$ cat src/hw/rtl/sfxd_pkg.sv
`default_nettype none

package sfxd_pkg;

    // Bytes in one keystream block (one SHA-1 digest).
    localparam int BlockLen   = 20;
    localparam int RoundCount = 80;

    // SHA-1 initial chaining values.
    localparam logic [31:0] H0_INIT = 32'h67452301;
    localparam logic [31:0] H1_INIT = 32'hEFCDAB89;
    localparam logic [31:0] H2_INIT = 32'h98BADCFE;
    localparam logic [31:0] H3_INIT = 32'h10325476;
    localparam logic [31:0] H4_INIT = 32'hC3D2E1F0;

    // SHA-1 round constants.
    localparam logic [31:0] K0 = 32'h5A827999;
    localparam logic [31:0] K1 = 32'h6ED9EBA1;
    localparam logic [31:0] K2 = 32'h8F1BBCDC;
    localparam logic [31:0] K3 = 32'hCA62C1D6;

    // Commands from the controller to the datapath.
    typedef struct packed {
        logic idle;     // byte intake open
        logic load;     // build the padded message words
        logic round;    // run one compression round
        logic finish;   // add chaining values, update keystream
    } cmd_t;

    // Status from the datapath to the controller.
    typedef struct packed {
        logic hash_start;  // a ciphertext beat closed a block
        logic last_round;  // current round is the eightieth
    } status_t;

endpackage

`default_nettype wire

$ cat src/hw/rtl/sfxd_ctrl.sv
`default_nettype none

module sfxd_ctrl
    import sfxd_pkg::*;
(
    input  wire logic    clk,
    input  wire logic    rst_n,
    input  wire status_t status,
    output cmd_t         cmd
);

    typedef enum logic [1:0] {
        ST_IDLE,
        ST_LOAD,
        ST_ROUND,
        ST_FINISH
    } state_t;

    state_t state_reg;
    cmd_t   cmd_reg;

    // Sequence intake, message load, rounds and finalization
    always_ff @(posedge clk or negedge rst_n)
    begin
        if (!rst_n)
        begin
            state_reg <= ST_IDLE;
            cmd_reg   <= '{idle: 1'b1, load: 1'b0, round: 1'b0, finish: 1'b0};
        end
        else
        begin
            unique case (state_reg)
                ST_IDLE:
                begin
                    if (status.hash_start)
                    begin
                        state_reg <= ST_LOAD;
                        cmd_reg   <= '{idle: 1'b0, load: 1'b1, round: 1'b0, finish: 1'b0};
                    end
                end
                ST_LOAD:
                begin
                    state_reg <= ST_ROUND;
                    cmd_reg   <= '{idle: 1'b0, load: 1'b0, round: 1'b1, finish: 1'b0};
                end
                ST_ROUND:
                begin
                    if (status.last_round)
                    begin
                        state_reg <= ST_FINISH;
                        cmd_reg   <= '{idle: 1'b0, load: 1'b0, round: 1'b0, finish: 1'b1};
                    end
                end
                ST_FINISH:
                begin
                    state_reg <= ST_IDLE;
                    cmd_reg   <= '{idle: 1'b1, load: 1'b0, round: 1'b0, finish: 1'b0};
                end
                default:
                begin
                    state_reg <= ST_IDLE;
                    cmd_reg   <= '{idle: 1'b1, load: 1'b0, round: 1'b0, finish: 1'b0};
                end
            endcase
        end
    end

    assign cmd = cmd_reg;

endmodule

`default_nettype wire

$ cat src/hw/rtl/sfxd_datapath.sv
`default_nettype none

module sfxd_datapath
    import sfxd_pkg::*;
(
    input  wire logic       clk,
    input  wire logic       rst_n,
    input  wire cmd_t       cmd,
    output status_t         status,
    input  wire logic       s_tvalid,
    output logic            s_tready,
    input  wire logic [7:0] s_tdata,
    input  wire logic       s_tuser,
    input  wire logic       s_tlast,
    output logic            m_tvalid,
    input  wire logic       m_tready,
    output logic [7:0]      m_tdata
);

    localparam logic [4:0] LastPos   = 5'(BlockLen - 1);
    localparam logic [6:0] LastRound = 7'(RoundCount - 1);

    // Keystream and block state
    logic [7:0]  keystream_reg [BlockLen];
    logic [7:0]  block_bytes_reg [BlockLen];
    logic [4:0]  block_pos_reg;
    logic [4:0]  key_pos_reg;
    logic [4:0]  len_reg;

    // Compression state
    logic [31:0] sched_reg [16];
    logic [31:0] a_reg, b_reg, c_reg, d_reg, e_reg;
    logic [6:0]  round_reg;

    // Output queue, two entries
    logic [7:0]  q0_reg, q1_reg;
    logic [1:0]  count_reg;

    logic        accept;
    logic        cipher_push;
    logic        pop;
    logic [7:0]  plain;
    logic [31:0] msg_words [16];
    logic [31:0] f_val, k_val, t_val, w_new;
    logic [31:0] hash_words [5];

    assign s_tready    = cmd.idle && (count_reg != 2'd2);
    assign accept      = s_tvalid && s_tready;
    assign cipher_push = accept && !s_tuser;
    assign pop         = m_tvalid && m_tready;
    assign plain       = s_tdata ^ keystream_reg[block_pos_reg];

    assign status.hash_start = cipher_push && (s_tlast || (block_pos_reg == LastPos));
    assign status.last_round = (round_reg == LastRound);

    // Track block and key positions
    always_ff @(posedge clk or negedge rst_n)
    begin
        if (!rst_n)
        begin
            block_pos_reg <= '0;
            key_pos_reg   <= '0;
            len_reg       <= '0;
        end
        else if (accept)
        begin
            if (s_tuser)
            begin
                key_pos_reg   <= (key_pos_reg == LastPos) ? 5'd0 : key_pos_reg + 5'd1;
                block_pos_reg <= '0;
            end
            else
            begin
                key_pos_reg <= '0;
                if (status.hash_start)
                begin
                    block_pos_reg <= '0;
                    len_reg       <= block_pos_reg + 5'd1;
                end
                else
                begin
                    block_pos_reg <= block_pos_reg + 5'd1;
                end
            end
        end
    end

    // Hold ciphertext bytes of the current block
    always_ff @(posedge clk)
    begin
        if (cipher_push)
        begin
            block_bytes_reg[block_pos_reg] <= s_tdata;
        end
    end

    // Digest words: chaining value plus working variables
    assign hash_words[0] = H0_INIT + a_reg;
    assign hash_words[1] = H1_INIT + b_reg;
    assign hash_words[2] = H2_INIT + c_reg;
    assign hash_words[3] = H3_INIT + d_reg;
    assign hash_words[4] = H4_INIT + e_reg;

    // Load complemented key bytes, replace the first len keystream bytes with digest bytes
    always_ff @(posedge clk or negedge rst_n)
    begin
        if (!rst_n)
        begin
            for (int i = 0; i < BlockLen; i++)
            begin
                keystream_reg[i] <= '0;
            end
        end
        else if (accept && s_tuser)
        begin
            keystream_reg[key_pos_reg] <= ~s_tdata;
        end
        else if (cmd.finish)
        begin
            for (int i = 0; i < BlockLen; i++)
            begin
                if (5'(i) < len_reg)
                begin
                    keystream_reg[i] <= hash_words[i / 4][31 - 8 * (i % 4) -: 8];
                end
            end
        end
    end

    // Build padded message words from the block bytes
    always_comb
    begin
        logic [7:0] mb;
        for (int w = 0; w < 16; w++)
        begin
            msg_words[w] = '0;
        end
        for (int j = 0; j < 64; j++)
        begin
            if (j < BlockLen && 5'(j) < len_reg)
            begin
                mb = block_bytes_reg[j % BlockLen];
            end
            else if (j < 32 && 5'(j) == len_reg)
            begin
                mb = 8'h80;
            end
            else if (j == 63)
            begin
                mb = {len_reg, 3'b000};
            end
            else
            begin
                mb = '0;
            end
            msg_words[j / 4][31 - 8 * (j % 4) -: 8] = mb;
        end
    end

    // Round function and next schedule word
    always_comb
    begin
        if (round_reg < 7'd20)
        begin
            f_val = (b_reg & c_reg) | (~b_reg & d_reg);
            k_val = K0;
        end
        else if (round_reg < 7'd40)
        begin
            f_val = b_reg ^ c_reg ^ d_reg;
            k_val = K1;
        end
        else if (round_reg < 7'd60)
        begin
            f_val = (b_reg & c_reg) | (b_reg & d_reg) | (c_reg & d_reg);
            k_val = K2;
        end
        else
        begin
            f_val = b_reg ^ c_reg ^ d_reg;
            k_val = K3;
        end
        w_new = sched_reg[13] ^ sched_reg[8] ^ sched_reg[2] ^ sched_reg[0];
        w_new = {w_new[30:0], w_new[31]};
        t_val = {a_reg[26:0], a_reg[31:27]} + f_val + e_reg + k_val + sched_reg[0];
    end

    // Advance the compression one round per cycle
    always_ff @(posedge clk or negedge rst_n)
    begin
        if (!rst_n)
        begin
            round_reg <= '0;
            a_reg     <= '0;
            b_reg     <= '0;
            c_reg     <= '0;
            d_reg     <= '0;
            e_reg     <= '0;
            for (int i = 0; i < 16; i++)
            begin
                sched_reg[i] <= '0;
            end
        end
        else if (cmd.load)
        begin
            round_reg <= '0;
            a_reg     <= H0_INIT;
            b_reg     <= H1_INIT;
            c_reg     <= H2_INIT;
            d_reg     <= H3_INIT;
            e_reg     <= H4_INIT;
            for (int i = 0; i < 16; i++)
            begin
                sched_reg[i] <= msg_words[i];
            end
        end
        else if (cmd.round)
        begin
            round_reg <= status.last_round ? 7'd0 : round_reg + 7'd1;
            a_reg     <= t_val;
            b_reg     <= a_reg;
            c_reg     <= {b_reg[1:0], b_reg[31:2]};
            d_reg     <= c_reg;
            e_reg     <= d_reg;
            for (int i = 0; i < 15; i++)
            begin
                sched_reg[i] <= sched_reg[i + 1];
            end
            sched_reg[15] <= w_new;
        end
    end

    // Output queue count
    always_ff @(posedge clk or negedge rst_n)
    begin
        if (!rst_n)
        begin
            count_reg <= '0;
        end
        else if (cipher_push && !pop)
        begin
            count_reg <= count_reg + 2'd1;
        end
        else if (pop && !cipher_push)
        begin
            count_reg <= count_reg - 2'd1;
        end
    end

    // Output queue payload
    always_ff @(posedge clk)
    begin
        if (pop)
        begin
            q0_reg <= (cipher_push && count_reg == 2'd1) ? plain : q1_reg;
            if (cipher_push)
            begin
                q1_reg <= plain;
            end
        end
        else if (cipher_push)
        begin
            if (count_reg == 2'd0)
            begin
                q0_reg <= plain;
            end
            else
            begin
                q1_reg <= plain;
            end
        end
    end

    assign m_tvalid = (count_reg != 2'd0);
    assign m_tdata  = q0_reg;

endmodule

`default_nettype wire

$ cat src/hw/rtl/sha1_feedback_xor_decrypt_unit.sv
`default_nettype none

// Channel   Dir  Signals                       Contents
// s_*       in   tvalid tready tdata tuser tlast  key or ciphertext byte
// m_*       out  tvalid tready tdata           plaintext byte
//
// A key or ciphertext beat is taken while intake is open and the output
// queue has room. A ciphertext beat that closes a block (twentieth byte
// or tlast) starts a SHA-1 compression: a load step, 80 rounds and a
// finish step, while intake stays closed.
// Reset clears keystream, positions, queue and controller state.
// A two-entry output queue keeps intake going while results wait.

module sha1_feedback_xor_decrypt_unit
    import sfxd_pkg::*;
(
    input  wire logic       clk,
    input  wire logic       rst_n,
    input  wire logic       s_tvalid,
    output logic            s_tready,
    input  wire logic [7:0] s_tdata,   // [7:0] data_byte
    input  wire logic       s_tuser,   // [0] is_key
    input  wire logic       s_tlast,   // block_end
    output logic            m_tvalid,
    input  wire logic       m_tready,
    output logic [7:0]      m_tdata    // [7:0] plain_byte
);

    cmd_t    cmd;
    status_t status;

    sfxd_ctrl u_ctrl (
        .clk    (clk),
        .rst_n  (rst_n),
        .status (status),
        .cmd    (cmd)
    );

    sfxd_datapath u_datapath (
        .clk      (clk),
        .rst_n    (rst_n),
        .cmd      (cmd),
        .status   (status),
        .s_tvalid (s_tvalid),
        .s_tready (s_tready),
        .s_tdata  (s_tdata),
        .s_tuser  (s_tuser),
        .s_tlast  (s_tlast),
        .m_tvalid (m_tvalid),
        .m_tready (m_tready),
        .m_tdata  (m_tdata)
    );

endmodule

`default_nettype wire

$ cat config.mk
export PLATFORM = sky130hd
export DESIGN_NAME = sha1_feedback_xor_decrypt_unit
export DESIGN_NICKNAME = d
export VERILOG_FILES = /design/src/hw/rtl/sfxd_pkg.sv /design/src/hw/rtl/sfxd_ctrl.sv /design/src/hw/rtl/sfxd_datapath.sv /design/src/hw/rtl/sha1_feedback_xor_decrypt_unit.sv
export SDC_FILE = /design/constraint.sdc
export NUM_CORES = 2
export LEC_CHECK = 0
export ABC_AREA = 1
export BUFFER_PORTS_ARGS = -buffer_cell sky130_fd_sc_hd__clkbuf_2
export CORE_UTILIZATION = 64
export CTS_CLUSTER_SIZE = 14
export DETAILED_ROUTE_END_ITERATION = 7
export PLACE_DENSITY_LB_ADDON = 0.05
export SLEW_MARGIN = 20
export SYNTH_ARGS = -nofsm -noshare
export SYNTH_HDL_FRONTEND = slang
export SYNTH_HIERARCHICAL = 1
export SYNTH_SLANG_ARGS = --single-unit
$ cat constraint.sdc
create_clock -name clk -period 5 [get_ports clk]
set_input_delay 0.5 -clock clk [delete_from_list [all_inputs] [get_ports clk]]
set_output_delay 0.5 -clock clk [all_outputs]
set_load 0.05 [all_outputs]
==> reports/metrics.csv <==
metric,value,unit
status,finished with violations,
violations,design-rule violations,
tightest_slew,1.266,ns
hold_depth,4,
cts_num_sinks,1038,
cts_root_buffer,clkbuf_16,
post-place-ws,0.4035,ns
slew_viol_final,0,
irDropWorstVdd,0.4100,mV
start_util,64.59,%
n_fill_cell,6409,
r2r_start,u_datapath/round_reg[4],
critPathArrivalTime,5.38,ns
setup_violations,0,
row_count,107,
synth_top_family_by_area,simple AND/OR/NAND/NOR gates,
coreArea,0.08515,mm2
pwr-share-clk,48.3,%
clk_pin_slew,0.06,ns
holdPathEnd,u_datapath/key_pos_reg[0],
synthMuxAreaShare,0,%
ios,24,
final_cell_mix,"nand2_1, inv_1, dfrtp_1",
drc_errors,1,
min_period,4.753,ns
multi_input_area,0.02272,mm2
avgSynthCellArea,8.531,um2
syn_inst,6447,
pwr-share-comb,1.4,%
dpl.cell_count,7466,
vias_per_cell,6.543,
period_share,95.05,%
drt_iter0_markers,7715,
cts_resized,0,
largest_register_ff_count,512,
wl,214500,um
grt_first_pass_wirelength,313000,um
place_hpwl,150900,um
rsz0062_at_grt,false,
detail-route-antenna-nets,0,
post_cts_buffers,0,
worstHoldStart,s_tvalid,
cts_max_path_buffers,3,
p_seq_share,50.4,%
max_slew_margin,15.48,%
crit_type,register to register,
reg2regPathDepth,22,
p_leak,27.75,nW
hold_violations,0,
die_x,295.2,um
die_h,295.2,um
synth_compound_area_share,16.08,%
netSwitchingFraction,21.96,%
setup_tns,0,ns
antenna_found_initial,13,
yosysWarnings,6,
insertion_delay,0.73,ns
cap_violations,0,
cts_tree,done,
synth.distinct_cells,69,
min_path_type,primary input to register,
setup_ws,0.2475,ns
synth_fp_nets,6641,
crit_path_end_kind,register,
slowest_stage,a221oi_1,
ys_ff_latch,1038,
cp.required,5.62,ns
final_common_cell,nand2_1,
via_count,50208,
synthAdderAreaFrac,5.733,%
drive_gt1_share,6.563,%
port_buffers,23,
p_int,13.32,mW
cpLargestDelayFamily,adder cells,
firstDrtPassIters,8,
fin_cells,7673,
path_common_cell,nand2_1,
gp_congestion,1.137,
fmax,0.2104,GHz
synthXorXnorAreaFrac,2.118,%
synth_edf_count,176,
wire_per_inst,27.96,um
finClkSkew,0.05052,ns
cts_made_buffers,104,
async_flop_share,83.04,%
crit_buf_inv,2,
seq_area,0.02687,mm2
cp_max_fo,17,
grt_max_degree,156,
timing.rr.end,u_datapath/a_reg[27],
r2r_slack,0.25,ns
synthSimpleGateAreaFrac,17.30,%
grt.total_usage,49.66,%
gr-total-overflow,0,
seq_area_frac_synth,48.83,%
cts_max_level,3,
syn2layout_area_growth,9.163,%
layout.nets,6623,
syn_area,0.05500,mm2
die_area,0.08711,mm2
grt_pass1_vias,48287,
synthFlopType,dfrtp_1,
crit_chain,nand2_1 -> nor2_1 -> nor2_2 -> nand2_2 -> inv_2 -> a221oi_1 -> fa_1 -> fa_1 -> inv_1 -> ha_1 -> fa_1 -> nand2_1 -> a21oi_1 -> nand2_1 -> nand2_1 -> nand2_1 -> nand2_1 -> nand2_1 -> nand3_1 -> nand2_1 -> nand3_1 -> nand2_1,
power_switching,3.747,mW
slowest_delay,0.57,ns
worstSetupStartpointType,register,
p_per_area,284.3,mW/mm2
power,17.07,mW
per-layer routing:
layer	vias up	wire, um	track usage (%)
met4	10	20670	40.04
met1	24087	74330	62.09
met2	3795	90550	71.18
met5	-	67	0.1663
met3	968	28930	15.75
li1	21348	-	-
power by group through the flow:
| stage | sequential (mW) | combinational [mW] | clock, mW |
|---|---|---|---|
| after floorplan | 8.76 | 0.00864 | 0 |
| after global placement | 8.76 | 0.229 | 0 |
| after detailed placement | 8.76 | 0.232 | 0 |
| after CTS | 8.60 | 0.233 | 8.24 |
| after global routing | 8.59 | 0.259 | 8.55 |
| final | 8.60 | 0.233 | 8.24 |
how the worst max path moves through the flow:
stage                                        from                   end  slack (ns)  cells past startpoint
final                     u_datapath/round_reg[4]  u_datapath/a_reg[27]        0.25                     22
after global placement    u_datapath/round_reg[5]  u_datapath/a_reg[31]        0.47                     20
after detailed placement  u_datapath/round_reg[4]  u_datapath/a_reg[31]        0.40                     22
after global routing      u_datapath/round_reg[5]  u_datapath/a_reg[31]       0.002                     20
after floorplan           u_datapath/round_reg[4]  u_datapath/a_reg[31]        0.95                     23
after CTS                 u_datapath/round_reg[4]  u_datapath/a_reg[31]        0.39                     22
cell usage after synthesis, types with 8 or more instances:
cell type | instances | share of area (%)
nand2_1 | 1116 | 7.6
inv_1 | 1083 | 7.4
dfrtp_1 | 861 | 39
nor2_1 | 563 | 3.8
o22ai_1 | 420 | 4.8
nand3_1 | 407 | 3.7
a21oi_1 | 349 | 3.2
o21ai_0 | 321 | 2.9
edfxtp_1 | 176 | 9.6
clkbuf_1 | 152 | 1.0
o221ai_1 | 121 | 1.9
fa_1 | 120 | 4.4
xnor2_1 | 107 | 1.7
o211ai_1 | 82 | 1.1
buf_2 | 66 | 0.60
ha_1 | 60 | 1.4
nand4_1 | 52 | 0.59
nor3_1 | 44 | 0.40
a31oi_1 | 36 | 0.41
a22oi_1 | 27 | 0.37
o21ai_1 | 27 | 0.25
inv_2 | 26 | 0.18
xor2_1 | 26 | 0.41
nor2_2 | 17 | 0.19
buf_1 | 15 | 0.10
a211oi_1 | 13 | 0.18
buf_6 | 13 | 0.27
buf_4 | 12 | 0.16
and2_1 | 11 | 0.13
nand2_2 | 11 | 0.13
clkinv_1 | 9 | 0.061
nand3b_1 | 8 | 0.11
nor2_4 | 8 | 0.16
cell families (layout without fill, tap and decap cells):
logic type	count (synthesis)	in the layout
AO/OA/AOI/OAI	1450	1450
XOR/XNOR	133	133
adder cells (fa/ha/maj)	180	180
buffers and inverters	1386	1460
flip-flops	1038	1038
other	0	8
AND/OR/NAND/NOR	2260	2260
worst register-to-register path: stages (launching register included):
cell      delay, ns
dfrtp_1        0.52
nand2_1        0.12
nor2_1         0.18
nor2_2         0.07
nand2_2        0.13
inv_2          0.19
a221oi_1       0.57
fa_1           0.54
fa_1           0.52
inv_1          0.04
ha_1           0.22
fa_1           0.41
nand2_1        0.12
a21oi_1        0.12
nand2_1        0.08
nand2_1        0.20
nand2_1        0.12
nand2_1        0.13
nand2_1        0.12
nand3_1        0.07
nand2_1        0.06
nand3_1        0.06
nand2_1        0.08
layout make-up:
cell class                      instances  area share, %
Sequential cell                      1038          44.75
Multi-Input combinational cell       4023          37.84
Inverter                             1121          7.054
Clock buffer                          144          4.939
Tap cell                             1144          2.384
Timing Repair Buffer                  141          1.938
Clock inverter                         54          1.059
Antenna cell                            8        0.03334
timing repair:
action | in CTS | in global routing
endpoints found under the setup margin | 0 | 0
endpoints found under the hold margin | 77 | 0
hold buffers | 1 | 0
through the flow:
stage | hold WS [ns] | utilization (%) | instance area, um2
after CTS | 0.1962 | 70.48 | 60010
after detailed placement | 0.4473 | 66.24 | 56400
final | 0.2189 | 70.51 | 60040
after global routing | 0.2550 | 70.49 | 60020
after floorplan | 0.2044 | - | 55000
after global placement | 0.4315 | 66.24 | 56400
(Power assumes the default switching activity.)
